<file path="config.mk">
export PLATFORM = sky130hd
export DESIGN_NAME = four_player_link_protocol_core
export DESIGN_NICKNAME = d
export VERILOG_FILES = /design/src/hw/rtl/flp_pkg.sv /design/src/hw/rtl/four_player_link_protocol_core.sv /design/src/hw/rtl/flp_cfg_regs.sv /design/src/hw/rtl/flp_step.sv
export SDC_FILE = /design/constraint.sdc
export NUM_CORES = 1
export LEC_CHECK = 0
export BUFFER_PORTS_ARGS = -buffer_cell sky130_fd_sc_hd__buf_2
export CAP_MARGIN = 20
export CORE_MARGIN = 1
export CORE_UTILIZATION = 45
export DETAILED_ROUTE_END_ITERATION = 8
export GPL_ROUTABILITY_DRIVEN = 0
export PLACE_DENSITY = 0.65
export SYNTH_ARGS = -nofsm -noshare
export SYNTH_HDL_FRONTEND = slang
export SYNTH_SLANG_ARGS = --single-unit
</file>
<file path="constraint.sdc">
create_clock -name clk -period 4.66 [get_ports clk]
set_clock_uncertainty 0.05 [all_clocks]
set_input_delay 0.233 -clock clk [delete_from_list [all_inputs] [get_ports clk]]
set_output_delay 0.233 -clock clk [all_outputs]
set_load 0.1 [all_outputs]
</file>
<file path="src/hw/rtl/flp_pkg.sv">
// ----------------------------------------------------------------------------
// flp_pkg
// Types, codes and sizing constants shared by the four-player link core.
// ----------------------------------------------------------------------------
package flp_pkg;

  // sizing
  localparam int RING_BYTES       = 64;
  localparam int PACKET_BYTES     = 4;
  localparam int KEEPALIVE_START  = 60;
  localparam int KEEPALIVE_EXPIRE = 1;
  localparam int SWITCH_REPEATS   = 4;

  // whole packets that fit in the ring
  localparam int RING_PKTS = RING_BYTES / PACKET_BYTES;

  localparam int IDX_W     = (RING_BYTES > 2) ? $clog2(RING_BYTES) : 1;
  localparam int PHASE_W   = (PACKET_BYTES > 1) ? $clog2(PACKET_BYTES) : 1;
  localparam int PKT_W     = $clog2(RING_PKTS + 1);
  localparam int REPEAT_W  = 3;
  localparam int SUB_W     = 3;

  localparam logic [IDX_W-1:0]    IDX_LAST   = IDX_W'(RING_BYTES - 1);
  localparam logic [PHASE_W:0]    PHASE_END  = (PHASE_W + 1)'(PACKET_BYTES);
  localparam logic [PKT_W:0]      PKT_LIMIT  = (PKT_W + 1)'(RING_PKTS);
  localparam logic [REPEAT_W-1:0] REPEAT_END = REPEAT_W'(SWITCH_REPEATS);
  localparam logic [7:0]          KEEP_START = 8'(KEEPALIVE_START);
  localparam logic [7:0]          KEEP_EXPIRE = 8'(KEEPALIVE_EXPIRE);

  // item kinds
  localparam logic [2:0] KIND_BYTE     = 3'd0;
  localparam logic [2:0] KIND_TICK     = 3'd1;
  localparam logic [2:0] KIND_REQ_XFER = 3'd2;
  localparam logic [2:0] KIND_REQ_PING = 3'd3;
  localparam logic [2:0] KIND_SET_TX   = 3'd4;
  localparam logic [2:0] KIND_REMOVE   = 3'd5;
  localparam logic [2:0] KIND_DISCARD  = 3'd6;

  // link bytes
  localparam logic [7:0] PING_HEADER  = 8'hFE;
  localparam logic [7:0] START_MARK   = 8'hCC;
  localparam logic [7:0] RESTART_MARK = 8'hFF;
  localparam logic [7:0] START_CMD    = 8'hAA;
  localparam logic [7:0] RESTART_CMD  = 8'hFF;
  localparam logic [7:0] LOST_MAX     = 8'hFF;

  // sub-states
  localparam logic [SUB_W-1:0] SUB_WAIT_HEADER = 3'd0;
  localparam logic [SUB_W-1:0] SUB_STATUS1     = 3'd1;
  localparam logic [SUB_W-1:0] SUB_STATUS2     = 3'd2;
  localparam logic [SUB_W-1:0] SUB_STATUS3     = 3'd3;
  localparam logic [SUB_W-1:0] SUB_SEND_DONE   = 3'd4;
  localparam logic [SUB_W-1:0] SUB_XFER_RUN    = 3'd0;
  localparam logic [SUB_W-1:0] SUB_XFER_ALIGN  = 3'd1;

  // reported mode codes
  localparam logic [1:0] MODE_CODE_PING    = 2'd0;
  localparam logic [1:0] MODE_CODE_START   = 2'd1;
  localparam logic [1:0] MODE_CODE_XFER    = 2'd2;
  localparam logic [1:0] MODE_CODE_RESTART = 2'd3;

  // register indexes
  localparam logic [1:0] REG_RATE    = 2'd0;
  localparam logic [1:0] REG_ACK_ONE = 2'd1;
  localparam logic [1:0] REG_ACK_TWO = 2'd2;
  localparam logic [1:0] REG_SIZE    = 2'd3;

  localparam int CFG_ADDR_W = 4;

  typedef enum logic [3:0] {
    MODE_PING    = 4'b0001,
    MODE_START   = 4'b0010,
    MODE_XFER    = 4'b0100,
    MODE_RESTART = 4'b1000
  } mode_t;

  typedef struct packed {
    logic [2:0] kind;
    logic [7:0] value;
  } in_item_t;

  typedef struct packed {
    logic [7:0]  reply_byte;
    logic        request_accepted;
    logic [1:0]  mode_now;
    logic [7:0]  player_status;
    logic [6:0]  packets_ready;
    logic        store_strobe;
    logic [5:0]  store_index;
    logic [7:0]  store_byte;
    logic [7:0]  overflow_count;
    logic [15:0] packet_checksum;
  } out_item_t;

  typedef struct packed {
    logic [7:0] rate_reply;
    logic [7:0] ack_one_reply;
    logic [7:0] ack_two_reply;
    logic [7:0] size_reply;
  } cfg_regs_t;

  function automatic logic [1:0] mode_code(mode_t m);
    logic [1:0] c;
    unique case (m)
      MODE_PING:    c = MODE_CODE_PING;
      MODE_START:   c = MODE_CODE_START;
      MODE_XFER:    c = MODE_CODE_XFER;
      MODE_RESTART: c = MODE_CODE_RESTART;
      default:      c = MODE_CODE_PING;
    endcase
    return c;
  endfunction

endpackage

</file>
<file path="src/hw/rtl/four_player_link_protocol_core.sv">
// ----------------------------------------------------------------------------
// four_player_link_protocol_core
// Slave side of a four-player serial link hub: input register, one-pass
// state update, result register, and the APB reply-byte registers.
// ----------------------------------------------------------------------------
// an accepted transaction is held in the input register, and its result is
//   registered into the output register when the input register moves on
// throughput: one transaction per cycle unless the output stalls; the input
//   register refills in the same cycle the output register takes its content
// reset: synchronous rst_n clears both stages, the link state and the
//   reply registers; the block can accept as soon as reset is released
module four_player_link_protocol_core
  import flp_pkg::*;
(
  input  logic                  clk,
  input  logic                  rst_n,
  input  logic                  in_valid,
  output logic                  in_stall,
  input  in_item_t              in_data,
  output logic                  out_valid,
  input  logic                  out_stall,
  output out_item_t             out_data,
  input  logic                  psel,
  input  logic                  penable,
  input  logic                  pwrite,
  input  logic [CFG_ADDR_W-1:0] paddr,
  input  logic [31:0]           pwdata,
  output logic [31:0]           prdata,
  output logic                  pready
);

  cfg_regs_t cfg;
  in_item_t  s1_item_r;
  logic      s1_valid_r, s1_valid_nxt;
  logic      s1_move;
  logic      in_take;
  out_item_t step_res;
  out_item_t out_item_r;
  logic      out_valid_r, out_valid_nxt;

  flp_cfg_regs u_cfg (
    .clk     (clk),
    .rst_n   (rst_n),
    .psel    (psel),
    .penable (penable),
    .pwrite  (pwrite),
    .paddr   (paddr),
    .pwdata  (pwdata),
    .prdata  (prdata),
    .pready  (pready),
    .cfg     (cfg)
  );

  // stage handshake
  assign s1_move       = s1_valid_r & (~out_valid_r | ~out_stall);
  assign in_stall      = s1_valid_r & ~s1_move;
  assign in_take       = in_valid & ~in_stall;
  assign s1_valid_nxt  = in_take | (s1_valid_r & ~s1_move);
  assign out_valid_nxt = s1_move | (out_valid_r & out_stall);

  flp_step u_step (
    .clk    (clk),
    .rst_n  (rst_n),
    .fire   (s1_move),
    .item   (s1_item_r),
    .cfg    (cfg),
    .result (step_res)
  );

  // input register
  always_ff @(posedge clk) begin
    if (!rst_n) begin
      s1_valid_r <= 1'b0;
    end else begin
      s1_valid_r <= s1_valid_nxt;
    end
  end

  always_ff @(posedge clk) begin
    if (in_take) begin
      s1_item_r <= in_data;
    end
  end

  // result register
  always_ff @(posedge clk) begin
    if (!rst_n) begin
      out_valid_r <= 1'b0;
    end else begin
      out_valid_r <= out_valid_nxt;
    end
  end

  always_ff @(posedge clk) begin
    if (s1_move) begin
      out_item_r <= step_res;
    end
  end

  assign out_valid = out_valid_r;
  assign out_data  = out_item_r;

endmodule

</file>
<file path="src/hw/rtl/flp_cfg_regs.sv">
// ----------------------------------------------------------------------------
// flp_cfg_regs
// APB register file holding the four reply bytes of the ping handshake.
// ----------------------------------------------------------------------------
module flp_cfg_regs
  import flp_pkg::*;
(
  input  logic                  clk,
  input  logic                  rst_n,
  input  logic                  psel,
  input  logic                  penable,
  input  logic                  pwrite,
  input  logic [CFG_ADDR_W-1:0] paddr,
  input  logic [31:0]           pwdata,
  output logic [31:0]           prdata,
  output logic                  pready,
  output cfg_regs_t             cfg
);

  cfg_regs_t  regs_r;
  logic       wr_en;
  logic [1:0] reg_idx;

  assign pready  = 1'b1;
  assign wr_en   = psel & penable & pwrite;
  assign reg_idx = paddr[3:2];
  assign cfg     = regs_r;

  // register writes
  always_ff @(posedge clk) begin
    if (!rst_n) begin
      regs_r.rate_reply    <= 8'd1;
      regs_r.ack_one_reply <= 8'd136;
      regs_r.ack_two_reply <= 8'd136;
      regs_r.size_reply    <= 8'd1;
    end else if (wr_en) begin
      unique case (reg_idx)
        REG_RATE:    regs_r.rate_reply    <= pwdata[7:0];
        REG_ACK_ONE: regs_r.ack_one_reply <= pwdata[7:0];
        REG_ACK_TWO: regs_r.ack_two_reply <= pwdata[7:0];
        REG_SIZE:    regs_r.size_reply    <= pwdata[7:0];
        default: ;
      endcase
    end
  end

  // read mux
  always_comb begin
    unique case (reg_idx)
      REG_RATE:    prdata = {24'd0, regs_r.rate_reply};
      REG_ACK_ONE: prdata = {24'd0, regs_r.ack_one_reply};
      REG_ACK_TWO: prdata = {24'd0, regs_r.ack_two_reply};
      REG_SIZE:    prdata = {24'd0, regs_r.size_reply};
      default:     prdata = 32'd0;
    endcase
  end

endmodule

</file>
<file path="src/hw/rtl/flp_step.sv">
// ----------------------------------------------------------------------------
// flp_step
// Link state registers and the single-pass update for one item. The result
// is formed from the updated state; the state commits when fire is high.
// ----------------------------------------------------------------------------
module flp_step
  import flp_pkg::*;
(
  input  logic      clk,
  input  logic      rst_n,
  input  logic      fire,
  input  in_item_t  item,
  input  cfg_regs_t cfg,
  output out_item_t result
);

  mode_t              mode_r, mode_nxt;
  logic [SUB_W-1:0]   sub_r, sub_nxt;
  logic [7:0]         status_r, status_nxt;
  logic [REPEAT_W-1:0] repeat_r, repeat_nxt;
  logic               pending_r, pending_nxt;
  logic [7:0]         local_tx_r, local_tx_nxt;
  logic [PHASE_W-1:0] phase_r, phase_nxt;
  logic [IDX_W-1:0]   widx_r, widx_nxt;
  logic [PKT_W-1:0]   pkts_r, pkts_nxt;
  logic [7:0]         discard_r, discard_nxt;
  logic [7:0]         lost_r, lost_nxt;
  logic [7:0]         keep_r, keep_nxt;
  logic [15:0]        csum_r, csum_nxt;

  logic               back_ping;
  logic               room;
  logic [REPEAT_W-1:0] rep_inc;
  logic [SUB_W-1:0]   sub_inc;
  logic [PHASE_W:0]   phase_inc;
  logic [7:0]         keep_dec;
  logic [7:0]         reply;
  logic               accepted;
  logic               strobe;
  logic [IDX_W-1:0]   sidx;
  logic [7:0]         sbyte;

  assign room      = ((PKT_W + 1)'(pkts_r) + 1'b1) <= PKT_LIMIT;
  assign rep_inc   = repeat_r + 1'b1;
  assign sub_inc   = sub_r + 1'b1;
  assign phase_inc = {1'b0, phase_r} + 1'b1;
  assign keep_dec  = keep_r - 1'b1;

  // next-state logic for one item
  always_comb begin
    mode_nxt     = mode_r;
    sub_nxt      = sub_r;
    status_nxt   = status_r;
    repeat_nxt   = repeat_r;
    pending_nxt  = pending_r;
    local_tx_nxt = local_tx_r;
    phase_nxt    = phase_r;
    widx_nxt     = widx_r;
    pkts_nxt     = pkts_r;
    discard_nxt  = discard_r;
    lost_nxt     = lost_r;
    keep_nxt     = keep_r;
    csum_nxt     = csum_r;
    back_ping    = 1'b0;
    reply        = 8'd0;
    accepted     = 1'b0;
    strobe       = 1'b0;
    sidx         = '0;
    sbyte        = 8'd0;

    case (item.kind)
      KIND_BYTE: begin
        keep_nxt = KEEP_START;
        unique case (mode_r)
          MODE_PING: begin
            if (item.value == PING_HEADER) begin
              sub_nxt = SUB_STATUS1;
              reply   = cfg.ack_one_reply;
            end else if ((item.value == START_MARK) && (rep_inc >= REPEAT_END)) begin
              // run of start marks: enter transfer with an empty buffer
              mode_nxt   = MODE_XFER;
              sub_nxt    = SUB_XFER_RUN;
              repeat_nxt = '0;
              phase_nxt  = '0;
              widx_nxt   = '0;
              pkts_nxt   = '0;
            end else begin
              repeat_nxt = (item.value == START_MARK) ? rep_inc : '0;
              case (sub_r)
                SUB_STATUS1: begin
                  reply      = cfg.ack_two_reply;
                  status_nxt = item.value;
                  sub_nxt    = SUB_STATUS2;
                end
                SUB_STATUS2: begin
                  reply      = cfg.rate_reply;
                  status_nxt = item.value;
                  sub_nxt    = SUB_STATUS3;
                end
                SUB_STATUS3: begin
                  reply      = cfg.size_reply;
                  status_nxt = item.value;
                  sub_nxt    = SUB_WAIT_HEADER;
                  if (pending_r) begin
                    mode_nxt    = MODE_START;
                    pending_nxt = 1'b0;
                  end
                end
                default: ;
              endcase
            end
          end
          MODE_START: begin
            reply = START_CMD;
            if (sub_inc >= SUB_SEND_DONE) begin
              mode_nxt   = MODE_PING;
              sub_nxt    = SUB_WAIT_HEADER;
              repeat_nxt = '0;
            end else begin
              sub_nxt = sub_inc;
            end
          end
          MODE_XFER: begin
            if ((item.value == RESTART_MARK) && (rep_inc >= REPEAT_END)) begin
              back_ping = 1'b1;
            end else begin
              repeat_nxt = (item.value == RESTART_MARK) ? rep_inc : '0;
              // local byte goes out at the first byte of each packet
              if (phase_r == '0) begin
                reply        = local_tx_r;
                local_tx_nxt = 8'd0;
              end
              // store, skip while discarding, or count as lost
              if (room) begin
                if (discard_r == 8'd0) begin
                  strobe   = 1'b1;
                  sidx     = widx_r;
                  sbyte    = item.value;
                  widx_nxt = (widx_r == IDX_LAST) ? '0 : widx_r + 1'b1;
                  csum_nxt = csum_r + {8'd0, item.value};
                end
              end else if (lost_r != LOST_MAX) begin
                lost_nxt = lost_r + 1'b1;
              end
              // packet boundary
              if (phase_inc >= PHASE_END) begin
                phase_nxt = '0;
                if (discard_r != 8'd0) begin
                  discard_nxt = discard_r - 1'b1;
                end else if (room) begin
                  pkts_nxt = pkts_r + 1'b1;
                  csum_nxt = csum_nxt + 16'd1;
                end
                if (sub_r == SUB_XFER_ALIGN) begin
                  mode_nxt = MODE_RESTART;
                  sub_nxt  = SUB_XFER_RUN;
                end
              end else begin
                phase_nxt = phase_inc[PHASE_W-1:0];
              end
            end
          end
          MODE_RESTART: begin
            reply = RESTART_CMD;
            if (sub_inc >= SUB_SEND_DONE) begin
              back_ping = 1'b1;
            end else begin
              sub_nxt = sub_inc;
            end
          end
          default: ;
        endcase
      end
      KIND_TICK: begin
        if (keep_r != 8'd0) begin
          keep_nxt = keep_dec;
          if (keep_dec == KEEP_EXPIRE) begin
            back_ping = 1'b1;
          end
        end
      end
      KIND_REQ_XFER: begin
        if (mode_r == MODE_PING) begin
          pending_nxt = 1'b1;
          accepted    = 1'b1;
        end
      end
      KIND_REQ_PING: begin
        if (mode_r == MODE_XFER) begin
          sub_nxt  = SUB_XFER_ALIGN;
          accepted = 1'b1;
        end
      end
      KIND_SET_TX: begin
        local_tx_nxt = item.value;
      end
      KIND_REMOVE: begin
        // packet counts compare directly since the buffer holds whole packets
        if (9'(item.value) <= 9'(pkts_r)) begin
          pkts_nxt = pkts_r - PKT_W'(item.value);
          accepted = 1'b1;
        end
      end
      KIND_DISCARD: begin
        discard_nxt = item.value;
      end
      default: ;
    endcase

    // return to ping mode
    if (back_ping) begin
      mode_nxt    = MODE_PING;
      sub_nxt     = SUB_WAIT_HEADER;
      status_nxt  = 8'd0;
      repeat_nxt  = '0;
      keep_nxt    = KEEP_START;
      pending_nxt = 1'b0;
      discard_nxt = 8'd0;
      lost_nxt    = 8'd0;
      csum_nxt    = 16'd0;
    end
  end

  // result from the updated state
  always_comb begin
    result.reply_byte       = reply;
    result.request_accepted = accepted;
    result.mode_now         = mode_code(mode_nxt);
    result.player_status    = status_nxt;
    result.packets_ready    = 7'(pkts_nxt);
    result.store_strobe     = strobe;
    result.store_index      = 6'(sidx);
    result.store_byte       = sbyte;
    result.overflow_count   = lost_nxt;
    result.packet_checksum  = csum_nxt;
  end

  // state registers
  always_ff @(posedge clk) begin
    if (!rst_n) begin
      mode_r     <= MODE_PING;
      sub_r      <= SUB_WAIT_HEADER;
      status_r   <= 8'd0;
      repeat_r   <= '0;
      pending_r  <= 1'b0;
      local_tx_r <= 8'd0;
      phase_r    <= '0;
      widx_r     <= '0;
      pkts_r     <= '0;
      discard_r  <= 8'd0;
      lost_r     <= 8'd0;
      keep_r     <= KEEP_START;
      csum_r     <= 16'd0;
    end else if (fire) begin
      mode_r     <= mode_nxt;
      sub_r      <= sub_nxt;
      status_r   <= status_nxt;
      repeat_r   <= repeat_nxt;
      pending_r  <= pending_nxt;
      local_tx_r <= local_tx_nxt;
      phase_r    <= phase_nxt;
      widx_r     <= widx_nxt;
      pkts_r     <= pkts_nxt;
      discard_r  <= discard_nxt;
      lost_r     <= lost_nxt;
      keep_r     <= keep_nxt;
      csum_r     <= csum_nxt;
    end
  end

endmodule

</file>
==> impl_metrics.ini <==
[status]
status = finished clean

[setup_path]
cp_common_cell = nor2_1
ff2ff_setup_slack_ps = 480
crit_cells = 12
worstSetupPathType = reg2reg
worst_path_largest_cell_delay_ps = 680
worstSetupStartpointType = flop
cp_cell_sequence = ha_1 > inv_1 > fa_1 > nand2b_1 > a2111oi_0 > nor2_1 > nor4b_1 > xnor2_1 > nor2_1 > a41oi_1 > xor2_1 > nor2_1
critPathArrivalTime_ps = 4330
crit_required_ps = 4800
path_delay_family = simple AND/OR/NAND/NOR gates
cp_max_fo = 11
crit_path_end_kind = flop
slowest_stage = edfxtp_1
reg2regPathDepth = 12
cp.buffers_inverters = 1

[routing]
wl_per_cell_um = 17.41
detail-route-antenna-nets = 0
via_per_inst = 5.750
num_vias = 8850
wl_mm = 26.79
dr.pass1.iters = 5
route.detailed.drc = 0
drtIter0Drc = 802

[placement]
placed_area_mm2 = 0.01107
portBuffers = 100
dp_hpwl_mm = 18.17
dp.cells = 1491

[yosys]
syn_area_mm2 = 0.01037
syn-mean-instance-area_um2 = 9.049
synth.most_common_cell = nor2_1
synth_edf_count = 74
synthesis.instances = 1146
synthTopCellsByCount = nor2_1, nand2_1, dfxtp_1, a21oi_1, edfxtp_1
ys_seq_elements = 188
synth_top_cell_area_share = 0.2201
synthTopCellsByArea = dfxtp_1, edfxtp_1, nor2_1
synth_seq_area_share = 0.4344
synth.distinct_cells = 81
synthFlopType = dfxtp_1
yosys.area.top_type = dfxtp_1
synth_warnings = 0
async_reset_ff_frac = 0

[grt]
overflow = 0
grt_pass1_vias = 8117
gr-usage-all-layers = 0.2302
grt_max_degree = 71
grt_pass1_wl_mm = 42.65
grt_antenna_before_repair = 0

[clock_tree]
insertion_delay_ps = 450
postCtsSetupBuffers = 0
cts_resized = 0
cts_buffers = 17
cts_tree = built
htree_levels = 4
cts_buffer_depth = 2
cts_sinks = 188
clkSlewWorstSetupHoldPaths_ps = 80
postCtsHoldBufs = 15
cts-root-buf = clkbuf_16

[worst_hold_path]
min_path_type = in2reg
whs_path_depth = 3

[sta]
tightestPinTransition_ps = 1027
setup_tns_ps = 0
final_hold_viol_count = 0
fin_crit_sh = 0.8979
period_minus_slack_ps = 4184
slew_viol_final = 0
max_slew_margin = 0.3142
setup_viol = 0
whs_ps = 13.40
fmax_ghz = 0.2390
rsz0062_at_grt = false

[floorplan]
fp.dieW_um = 153.8
coreArea_mm2 = 0.02264
dieArea_mm2 = 0.02366
die_height_um = 153.8
initial_core_util = 0.4580
num_io_pins = 154
num_rows = 55

[power]
power_leakage_nw = 4.466
vdd.ir_drop.worst_v = 0.0002418
power_mw = 3.881
power_density_mw_per_mm2 = 328.0

[job]
maxCapViolations = 0

[layout]
syn_to_final_growth_pct = 14.08
num_antenna_cells = 0
final_cells = 1539
final_layout_size_suffix_gt1_frac = 0.1443
final_area_mm2 = 0.01183
num-nets-final = 1329
## layout make-up
class	instances	area [µm²]
Fill cell	2078	10810
Clock inverter	13	133.9
Tap cell	285	356.6
Inverter	30	113.9
Timing Repair Buffer	139	828.3
Clock buffer	19	475.5
Multi-Input combinational cell	865	5418
Sequential cell	188	4504
## kinds of logic after synthesis
| group | Yosys count | synth area share |
|---|---|---|
| buf+inv | 118 | 0.05333 |
| other cells | 2 | 0.0007242 |
| simple gates | 471 | 0.2229 |
| xor+xnor | 42 | 0.03547 |
| compound gates | 244 | 0.1557 |
| fa+ha+maj | 34 | 0.04247 |
| mux | 47 | 0.05514 |
| flops | 188 | 0.4344 |
## worst paths after layout
path	start	to
setup / recovery	s1_item_r[0]	out_data[15]
hold / removal	pwdata[0]	u_cfg.cfg[0]
setup reg to reg	s1_item_r[0]	out_data[15]
hold reg to reg	u_step.repeat_r[1]	u_step.repeat_r[1]
## sequential cells by signal, summed over array words and instances (netlist names)
name               flops
out_data              63
u_cfg.cfg             32
u_step.csum_r         16
s1_item_r             11
u_step.discard_r       8
u_step.keep_r          8
u_step.local_tx_r      8
u_step.lost_r          8
u_step.status_r        8
u_step.widx_r          6
u_step.pkts_r          5
u_step.mode_r          4
u_step.repeat_r        3
u_step.sub_r           3
u_step.phase_r         2
out_valid              1
s1_valid_r             1
u_step.pending_r       1
## worst min-delay path, cell delays in order
cell	delay (ps)
buf_2	120
mux2i_1	70
nand2_1	60
## layer usage
layer  track usage  vias up  part of all wire
li1              -     4294                 -
met3       0.03551       33             0.061
met5             0        -                 0
met2        0.3721      304              0.46
met4       0.07524        0             0.017
met1        0.3151     4219              0.46
## power by group
| group | internal, mW | switching, mW | total (mW) |
|---|---|---|---|
| clock network | 0.780 | 0.721 | 1.50 |
| registers | 1.75 | 0.0328 | 1.78 |
| logic | 0.118 | 0.482 | 0.600 |
| total | 2.64 | 1.24 | 3.88 |
## stage by stage
stage	worst slack [ps]	utilization
final	475.9	0.5225
after global placement	658.3	0.4888
after global routing	143.6	0.5225
after floorplan	784.5	-
after CTS	542.6	0.5223
after detailed placement	621.7	0.4888
## layout by cell type, fill, tap and decap left out, types with 7 or more instances in the layout
master | Yosys | routed
inv_1 | 29 | 27
nand4_1 | 13 | 13
clkbuf_16 | 0 | 19
dlygate4sd3_1 | 0 | 15
buf_2 | 1 | 100
nor3_1 | 31 | 30
a211oi_1 | 9 | 9
nand2b_1 | 19 | 19
conb_1 | 2 | 27
ha_1 | 32 | 32
and2_1 | 12 | 12
xor2_1 | 20 | 20
a22oi_1 | 22 | 22
o21ai_1 | 8 | 8
o21ai_0 | 32 | 32
xnor2_1 | 22 | 22
a31oi_1 | 10 | 10
buf_4 | 27 | 23
edfxtp_1 | 74 | 74
mux2i_1 | 38 | 38
a221oi_1 | 8 | 8
a21oi_1 | 79 | 79
o211ai_1 | 8 | 8
dfxtp_1 | 114 | 114
or3_1 | 14 | 14
nor2b_1 | 11 | 11
nor3b_1 | 7 | 7
nand3_1 | 32 | 32
nand2_1 | 127 | 127
a222oi_1 | 8 | 8
and3_1 | 21 | 21
mux4_2 | 8 | 8
nand3b_1 | 9 | 9
nor2_1 | 139 | 139
Note: power is estimated with default switching activity, not from simulation.
